$ cat src/hw/rtl/vbp_pkg.sv
// vbp_pkg: shared constants, codes and types of the voxel bit-plane plotter
// no dependencies; used by every module under hw/rtl
`timescale 1ns / 1ps

package vbp_pkg;

    localparam int GRID_X_DEFAULT = 128;
    localparam int GRID_Y_DEFAULT = 128;
    localparam int SLICES_DEFAULT = 3;

    localparam int SLICE_DEPTH    = 24;
    localparam int BITS_PER_COLOR = 8;
    localparam int WORD_W         = 24;

    // widest store address over the whole parameter range
    localparam int ADDR_MAX_W  = 23;
    localparam int QUEUE_DEPTH = 4;

    localparam logic [31:0] SCALE_RESET = 32'h0001_0000;

    typedef enum logic [2:0] {
        CFG_OFFSET_X  = 3'd0,
        CFG_OFFSET_Y  = 3'd1,
        CFG_OFFSET_Z  = 3'd2,
        CFG_SCALE_X   = 3'd3,
        CFG_SCALE_Y   = 3'd4,
        CFG_SCALE_Z   = 3'd5,
        CFG_SWAP_MODE = 3'd6,
        CFG_FLIP_MODE = 3'd7
    } cfg_index_t;

    typedef enum logic {
        REQ_PLOT = 1'b0,
        REQ_READ = 1'b1
    } req_kind_t;

    typedef enum logic [1:0] {
        CMD_ZERO = 2'd0,
        CMD_READ = 2'd1,
        CMD_PLOT = 2'd2
    } cmd_kind_t;

    typedef enum logic [1:0] {
        BK_CLEAR  = 2'd0,
        BK_IDLE   = 2'd1,
        BK_ACCESS = 2'd2
    } back_state_t;

    typedef struct packed {
        cmd_kind_t               kind;
        logic [ADDR_MAX_W-1:0]   addr;
        logic [WORD_W-1:0]       front_bits;
        logic [WORD_W-1:0]       back_bits;
    } cmd_t;

endpackage

$ cat src/hw/rtl/vbp_queue.sv
// vbp_queue: short command queue between the request pipeline and the store
// access unit; depends on vbp_pkg
`timescale 1ns / 1ps

module vbp_queue (
    input  logic           clk,
    input  logic           rst_n,
    input  logic           push_valid,
    output logic           push_ready,
    input  vbp_pkg::cmd_t  push_data,
    output logic           pop_valid,
    input  logic           pop_ready,
    output vbp_pkg::cmd_t  pop_data
);

    localparam int QW = $clog2(vbp_pkg::QUEUE_DEPTH);
    localparam logic [QW-1:0] LAST_SLOT = QW'(vbp_pkg::QUEUE_DEPTH - 1);
    localparam logic [QW:0]   FULL_CNT  = (QW + 1)'(vbp_pkg::QUEUE_DEPTH);

    vbp_pkg::cmd_t  entry_reg [vbp_pkg::QUEUE_DEPTH];
    logic [QW-1:0]  wr_ptr_reg;
    logic [QW-1:0]  rd_ptr_reg;
    logic [QW:0]    count_reg;
    logic [QW:0]    count_next;
    logic           push_fire;
    logic           pop_fire;

    assign push_ready = (count_reg != FULL_CNT);
    assign pop_valid  = (count_reg != '0);
    assign pop_data   = entry_reg[rd_ptr_reg];
    assign push_fire  = push_valid && push_ready;
    assign pop_fire   = pop_valid && pop_ready;

    always_comb
    begin
        count_next = count_reg;
        if (push_fire && !pop_fire)
        begin
            count_next = count_reg + 1'b1;
        end
        else if (pop_fire && !push_fire)
        begin
            count_next = count_reg - 1'b1;
        end
    end

    always_ff @(posedge clk or negedge rst_n)
    begin
        if (!rst_n)
        begin
            wr_ptr_reg <= '0;
            rd_ptr_reg <= '0;
            count_reg  <= '0;
        end
        else
        begin
            count_reg <= count_next;
            if (push_fire)
            begin
                wr_ptr_reg <= (wr_ptr_reg == LAST_SLOT) ? '0 : wr_ptr_reg + 1'b1;
            end
            if (pop_fire)
            begin
                rd_ptr_reg <= (rd_ptr_reg == LAST_SLOT) ? '0 : rd_ptr_reg + 1'b1;
            end
        end
    end

    always_ff @(posedge clk)
    begin
        if (push_fire)
        begin
            entry_reg[wr_ptr_reg] <= push_data;
        end
    end

endmodule

$ cat config.mk
export PLATFORM = sky130hd
export DESIGN_NAME = vbp_queue
export DESIGN_NICKNAME = d
export VERILOG_FILES = /design/src/hw/rtl/vbp_pkg.sv /design/src/hw/rtl/vbp_queue.sv
export SDC_FILE = /design/constraint.sdc
export NUM_CORES = 1
export LEC_CHECK = 0
export BUFFER_PORTS_ARGS = -buffer_cell sky130_fd_sc_hd__buf_2
export CAP_MARGIN = 5
export CORE_MARGIN = 4
export CORE_UTILIZATION = 59
export CTS_BUF_LIST = sky130_fd_sc_hd__clkbuf_4
export DETAILED_ROUTE_END_ITERATION = 16
export HOLD_SLACK_MARGIN = 0.05
export PLACE_DENSITY = 0.84
export REMOVE_ABC_BUFFERS = 1
export SKIP_LAST_GASP = 1
export SYNTH_ARGS = -nofsm -noshare
export SYNTH_HDL_FRONTEND = slang
export SYNTH_SLANG_ARGS = --single-unit
export TNS_END_PERCENT = 1
$ cat constraint.sdc
create_clock -name clk -period 2.55 [get_ports clk]
set_input_delay 0.3825 -clock clk [delete_from_list [all_inputs] [get_ports clk]]
set_output_delay 0.3825 -clock clk [all_outputs]
set_load 0.02 [all_outputs]
# Word-level counts from Yosys, hierarchy flattened
# Memory sizes are Yosys's and may differ from the RTL's.
# Index checks and enable logic that the tools add are counted.
[word_totals]
regBits = 7
ram_bits = 292
input_bits = 77
output_inout_bits = 75
wordCells = 25
memories = 1
[op_classes]
n_addsub = 4
n_eq_ne = 3
n_mux = 6
reduce_logical = 8
[memory_table]
columns = ["memory", "words", "word_bits", "read_ports", "rd_clocked_by_memory_dff", "write_ports", "line", "source"]
rows = [
  ["entry_reg", 4, 73, 1, 0, 1, "vbp_queue.sv:20", "vbp_pkg::cmd_t entry_reg [vbp_pkg::QUEUE_DEPTH];"],
]
[op_table]
columns = ["cell", "count"]
rows = [
  ["two-way mux 3 bit", 2],
  ["adder 2 x 1 -> 2 bit (second input constant)", 2],
  ["equality test 2 bit (second input constant)", 2],
  ["logical AND 1 bit", 4],
  ["two-way mux 2 bit", 2],
  ["adder 3 x 1 -> 3 bit (second input constant)", 1],
  ["!= test 3 bit (second input constant)", 1],
  ["nonzero test 3 bit", 1],
  ["subtractor 3 x 1 -> 3 bit (second input constant)", 1],
  ["zero test 1 bit", 2],
  ["two-way mux 1 bit", 2],
  ["nonzero test 2 bit", 1],
]

# Logic depth before layout (Yosys ltp)
# Gate-level depths: netlist of run 1.
[depth]
word_depth = 6
mapped_depth = 8
ltp_nobuf = 8

# Worst setup path before layout of run 1
# No wires, ideal clock.
[synth_path]
kind = "reg-to-reg"
startpoint = "register count_reg[1]"
endpoint = "register count_reg[2]"
arrival_ps = 2093
required_time_ps = 2471
setup_slack_ps = 378
path_stages_with_launch = 9
path_buffers = 0
period_less_slack_ps = 2172
cell_sequence = "dfrtp_1 or3_2 nand2_1 ha_1 inv_1 fa_1 xor2_1 nor2_1 xor2_1"
[synth_between]
elab_chain_len = 5
[synth_lines]
columns = ["element", "line", "source"]
rows = [
  ["from (decl)", "vbp_queue.sv:23", "logic [QW:0] count_reg;"],
  ["from (signal assigned)", "vbp_queue.sv:57", "count_reg <= count_next;"],
  ["nonzero test 3 bit *", "vbp_queue.sv:29", "assign pop_valid = (count_reg != '0);"],
  ["named net pop_valid", "vbp_queue.sv:11", "output logic pop_valid,"],
  ["logical AND 1 bit *", "vbp_queue.sv:32", "assign pop_fire = pop_valid && pop_ready;"],
  ["zero test 1 bit", "vbp_queue.sv:37", "if (push_fire && !pop_fire)"],
  ["logical AND 1 bit", "vbp_queue.sv:37", ""],
  ["two-way mux 3 bit / nonzero test 2 bit (equally long branches)", "-", ""],
]
# The timed path passes the listed nets; every way through them passes the cells marked *. The select of a mux whose other input is x is not followed.
# A chain may end at the register's enable or synchronous reset.

==> results of run 1 <==
[per-layer routing]
metal | track usage [%] | vias to the layer above
li1 | - | 2486
met1 | 28.2 | 2927
met2 | 36.6 | 250
met3 | 7.11 | 52
met4 | 8.20 | 0
met5 | 0 | -
[final cells by class]
class / count / share of cell area (%)
multi-input cells: 99 / 13.6
clock buffers: 103 / 5.48
repair buffers: 254 / 14.4
well taps: 229 / 2.03
inverters: 3 / 0.0798
clock inverters: 21 / 0.957
diodes: 4 / 0.0709
flip-flops and latches: 299 / 63.4
[per-stage QoR]
stage                     setup WS, ps  TNS (ps)  instance area, um^2
after floorplan                  -1490   -111640                10900
after global placement             418         0                12200
after detailed placement           308         0                12200
after CTS                        -36.9      -438                13900
after global routing             -95.2     -4410                14100
final                             4.72         0                14100
[cell families (layout without fill, tap and decap cells)]
kind of cell               Yosys count  after routing  synth area share (%)
and+or+nand+nor                     11             11                 0.663
xor gates and xnor gates             3              3                 0.240
buffers and inverters               19            381                 0.926
DFF                                299            299                  81.7
muxes                               78             78                  15.6
other                                0              4                     0
adders and majority gates            7              7                 0.869
[layout by cell type, fill, tap and decap left out, types with 2 or more instances in the layout]
| cell | synthesis | routed |
|---|---|---|
| diode_2 | 0 | 4 |
| clkbuf_4 | 0 | 103 |
| dfrtp_4 | 0 | 2 |
| clkinv_1 | 0 | 16 |
| buf_6 | 0 | 15 |
| buf_12 | 0 | 8 |
| mux2_2 | 3 | 3 |
| and3_4 | 0 | 4 |
| edfxtp_1 | 292 | 292 |
| ha_1 | 6 | 6 |
| mux4_2 | 73 | 73 |
| nor2_1 | 3 | 3 |
| bufinv_16 | 0 | 2 |
| buf_4 | 6 | 7 |
| dfrtp_1 | 7 | 5 |
| buf_16 | 0 | 3 |
| inv_1 | 3 | 3 |
| mux2_4 | 2 | 2 |
| xor2_1 | 2 | 2 |
| inv_2 | 0 | 2 |
| buf_2 | 6 | 141 |
| clkbuf_16 | 0 | 4 |
| dlygate4sd3_1 | 0 | 75 |
[power by group through the flow]
stage / combinational, mW / sequential [mW] / clock, mW
finish: 5.92 / 6.83 / 3.88
floorplan: 3.12 / 7.15 / 0
global route: 6.28 / 6.91 / 4.24
global placement: 5.03 / 6.97 / 0
CTS: 5.52 / 6.82 / 3.94
detailed placement: 5.12 / 7.06 / 0
[worst min path at each step]
stage,end,slack (ps),from
CTS,rd_ptr_reg[1],70,pop_ready
global placement,count_reg[0],220,rst_n
finish,rd_ptr_reg[1],150,pop_ready
detailed placement,count_reg[2],220,rst_n
global route,rd_ptr_reg[1],100,pop_ready
floorplan,count_reg[0],90,rst_n
[worst max-delay path, delay by kind of cell, from the launching register on]
family / cells / cell delay, ps
mux: 1 / 560
buf+inv: 3 / 480
flops: 1 / 440
[repair_timing]
action | in CTS | in global routing
hold endpoints to repair | 299 | 0
endpoints found under the setup margin | 72 | 72
setup buffers | 7 | 0
pin swaps | 0 | 0
resized for setup | 3 | 27
cloned | 0 | 5
hold buffers | 75 | 0
==> metrics.txt, run 1 <==
Switching Fraction 32.2%; Final Non-Filler Cells 1012; largest net degree at the start of global routing 36; CP required 2170 ps; Final Skew 38.5 ps; clock network fraction of total power 23.3%; area of the multi-input gates 0.00192 mm^2; Met2 Wirelength 12200 um; DR iter-0 viols 375; cells on worst reg2reg path 8; min-delay worst type in2reg; wirelength, routed 23000 um; Synth top area share 80.1%; WL met1 8640 um; Die ar. 0.0208 mm^2; crit-path max cell delay 560 ps; Die Y 144 um; post-layout util 78.1%; Worst IR Drop VDD 0.000718 V; Post-synth EDFFs 292; Placeable Area 0.0181 mm^2; final hold violations 0; PortBufs 151; htree depth 3; # nets final 814; GP Congestion 0.742; period utilisation layout 99.8%; max reg flops 292; Slew Viols, Final 0; Area Overhead vs Synth 29.0%; register area 0.00895 mm^2; Syn. warnings 0; RSZ-0062 raised after global routing yes; Routed Antenna Nets 0; minimum clock period 2550 ps; Mapped Area 0.0109 mm^2; sequential fraction of the synthesis area 81.7%; die width 144 um; Power, Total 16.6 mW; Worst Hold Depth 3; top routing layer used met4; Reg power frac 41.1%; Critical R2R Launch count_reg[1]; worst relative slew slack 61.2%; drt wl/cell 22.8 um; Core Rows 49; post-synth cell types 20; total CTS buffers 73; fillers 903; 1st-pass router iterations 5; Setup crit end pop_data[21]; antenna violations before repair 2; Placed Cells incl. Taps 797; HPWL after DPL 12400 um; Crit-path slowest cell mux4_2; clk buf depth 3; Congestion Overflow GR 0; Async SR Flop Fraction 2.34%; Leak 5.04 nW; CP Launch Point rd_ptr_reg[0]; Worst Max-Slew Pin Slew 581 ps; root buf cell clkbuf_4; fraction of layout cells with a size suffix above 1 48.0%; vias in the first global route 6327; dominant synthesized flop cell edfxtp_1; Clock Sink Count 299; Synth Instances 417; Yosys reg bits 299; Synth area leaders edfxtp_1 80%, mux4_2 15%, dfrtp_1 1.6%, ha_1 0.69%, buf_4 0.41%; first-pass GRT wire length 34300 um; # IOs 152; Total GRT Usage 22.2%; FF-to-FF setup slack 260 ps; most common cell in the netlist edfxtp_1; Setup crit start kind flip-flop; crit-path max FO 8; crit end category output port; TritonCTS clock tree done; combinational share of power 35.6%; pwr dens 1180 mW/mm^2; DRC viols 0; Psw 5.35 mW; Avg Cell Area, Syn 26.3 um^2; Internal 11.3 mW; crit-path cells buf_12, buf_16, mux4_2, buf_6; worst hold slack 155 ps; clock slew at reported path FFs 70 ps; Clock Latency Late Sink 660 ps; reg-to-reg critical path endpoint count_reg[2]; routed vias/inst 5.65; Starting Density 60.5%; Setup Crit Path Kind reg2out; DR WL met3 1620 um; maximum clock rate 393 MHz; status complete, no violations; Worst Path Arrival 2160 ps; Max Cap Viol 0; leading area contributor after synthesis edfxtp_1; endpoints failing setup 0; top post-synthesis cells by count 292 x edfxtp_1, 73 x mux4_2, 7 x dfrtp_1; detailed-route via count 5715
Power figures use the tool's default switching activity.
==> run 2, diff against run 1 <==
Settings changed: CELL_PAD_IN_SITES_DETAIL_PLACEMENT set to 1, CELL_PAD_IN_SITES_GLOBAL_PLACEMENT set to 1, CORE_UTILIZATION 59 to 52, PLACE_DENSITY 0.84 to 0.83.
==> run 2 against run 1 <==
Effect of this change: critical path type unchanged; fmax is 2.0% lower; global-route usage grew 0.25 points; first-iteration DRC count grew 2.9%; power grew 2.9%; critical path depth is the same; the run now ends with negative setup slack left; clock-buffer cell count up 9; wire length rose by 13%; final area up 0.66%; sequential cell count unchanged.
==> metrics.txt, run 2 (same netlist as run 1, synthesis figures left out) <==
status complete, but fails checks; failing checks negative setup slack; crit-path max cell delay 550 ps (about the same); Final Skew 42.0 ps (+3.50 ps); # IOs 152 (unchanged); Core Rows 52 (+6.1%); Placeable Area 0.0205 mm^2 (+13%); final hold violations 0 (unchanged); GR Layer Usage met3 5.88% (-1.2 points); detailed-route via count 5727 (+0.21%); Total GRT Usage 22.4% (+0.25 points); maximum clock rate 385 MHz (-2.0%); Critical R2R Launch count_reg[1]; total CTS buffers 76 (+4.1%); 1st-pass router iterations 5 (unchanged); worst relative slew slack 38.7% (-23 points); setup TNS -941 ps (-941 ps); Die ar. 0.0234 mm^2 (+13%); Clock Latency Late Sink 700 ps (+40 ps); TritonCTS clock tree done; Max Cap Viol 0 (unchanged); RSZ-0062 raised after global routing yes; CP required 2170 ps (about the same); DRC viols 0 (unchanged); Routed Antenna Nets 0 (unchanged); # nets final 815 (+0.12%); endpoints failing setup 38 (+38); Min-Delay Endpoint rd_ptr_reg[0]; crit end category output port; Area Overhead vs Synth 29.8%; Worst Path Buf+Inv 3 (unchanged); min-delay src pop_ready; grt peak-use layer met2; antenna violations before repair 1 (-1); Starting Density 53.4% (-7.1 points); Die Y 153 um (+6.2%); Reg power frac 40.1% (-1.0 points); DR iter-0 viols 386 (+2.9%); routed vias/inst 5.44 (-3.6%); Slew Viols, Final 0 (unchanged); Leak 5.08 nW (+0.76%); placed instance area 0.0121 mm^2 (-0.18%); crit-path cells buf_12, buf_12, mux4_2, buf_6; pwr dens 1200 mW/mm^2 (+2.3%); fin worst setup slack -48.5 ps (-53.2 ps); Crit-path slowest cell mux4_2; Setup crit start kind flip-flop; drt wl/cell 24.8 um (+8.7%); HPWL after DPL 13300 um (+6.8%); most common cell after layout, fill and taps aside edfxtp_1; GRT met2 Usage 38.8% (+2.1 points); M1 GR Usage 28.0% (-0.17 points); Setup Crit Path Kind reg2out; combinational share of power 35.1% (-0.5 points); crit-path max FO 8 (unchanged); largest net degree at the start of global routing 74 (+110%); minimum clock period 2600 ps (+53.2 ps); clock slew at reported path FFs 90 ps (+20 ps); GP Congestion 0.749 (+0.94%); PortBufs 151 (unchanged); Worst Hold Depth 3 (unchanged); FF-to-FF setup slack 210 ps (-50 ps); die width 153 um (+6.2%); wirelength, routed 26000 um (+13%); clock network fraction of total power 24.7% (+1.4 points); root buf cell clkbuf_4; Clock Sink Count 299 (unchanged); Switching Fraction 32.6% (+0.37 points); reg-to-reg critical path endpoint count_reg[2]; min-delay worst type in2reg; fin area 0.0142 mm^2 (+0.66%); Internal 11.5 mW (+2.4%); clk buf depth 3 (unchanged); first-pass GRT wire length 39400 um (+15%); period utilisation layout 102% (+2.1 points); cell family with most CP delay multiplexers; most frequent cells in the layout 292 x edfxtp_1, 145 x buf_2, 112 x clkbuf_4, 75 x dlygate4sd3_1, 73 x mux4_2; max reg flops 292 (unchanged); Congestion Overflow GR 0 (unchanged); Worst Path Arrival 2220 ps (+60 ps); Worst IR Drop VDD 0.000894 V (+25%); Worst Max-Slew Pin Slew 919 ps (+338 ps); htree depth 3 (unchanged); vias in the first global route 6542 (+3.4%); fraction of layout cells with a size suffix above 1 48.8% (+0.77 points); cells on worst reg2reg path 8 (unchanged); Psw 5.58 mW (+4.1%); most frequent CP cell buf_12
==> run 2: through the flow <==
step	total power, mW	utilization (%)	std cells	worst slack [ps]	hold WS [ps]
4_1_cts	16.8	68.5	1047	-61.2	140
3_3_place_gp	12.0	59.3	835	402	218
5_1_grt	18.0	69.4	1052	-155	131
6_report	17.1	69.4	1052	-48.5	166
3_5_place_dp	12.2	59.3	835	258	223
2_1_floorplan	10.3	-	401	-1490	86.9
==> run 2: timing repair <==
action,CTS,global route
hold buffers,75,0
buffers inserted,8,0
cloned,1,4
resized for setup,7,19
pin swaps,0,0
setup endpoints to repair,73,72
hold endpoints to repair,299,0
==> run 2: worst max path at each step <==
stage                              from              end  slack [ps]  cells after the start
after global routing      rd_ptr_reg[0]     pop_data[48]        -150                      4
final                     rd_ptr_reg[0]     pop_data[48]         -50                      4
after CTS                 rd_ptr_reg[0]     pop_data[14]         -60                      4
after detailed placement   count_reg[1]     count_reg[2]         260                      8
after floorplan           rd_ptr_reg[0]      pop_data[0]       -1490                      1
after global placement     count_reg[2]  entry_reg[0][9]         400                      3
==> run 2: cell type report <==
cell class	instances	area, um^2
well taps	270	338
flip-flops and latches	299	8950
fillers	1679	6280
multi-input cells	99	1920
clock buffers	112	841
repair buffers	252	2010
inverters	3	11.3
clock inverters	16	140
diodes	1	2.50
==> run 2: power groups by stage <==
stage / sequential [mW] / combinational (mW) / clock, mW
finish: 6.87 / 6.02 / 4.23
global route: 6.95 / 6.37 / 4.67
CTS: 6.85 / 5.75 / 4.24
detailed placement: 7.09 / 5.13 / 0
global placement: 6.99 / 4.99 / 0
floorplan: 7.15 / 3.12 / 0
==> run 2: worst min-delay path, stage by stage <==
cell     delay, ps
buf_2          110
nand2_1        150
mux2_2         180
==> run 2: metal layers <==
metal	vias up	part of all wire, %
li1	2474	-
met1	2956	38
met2	257	54
met3	40	6.6
met4	0	1.8
met5	-	0
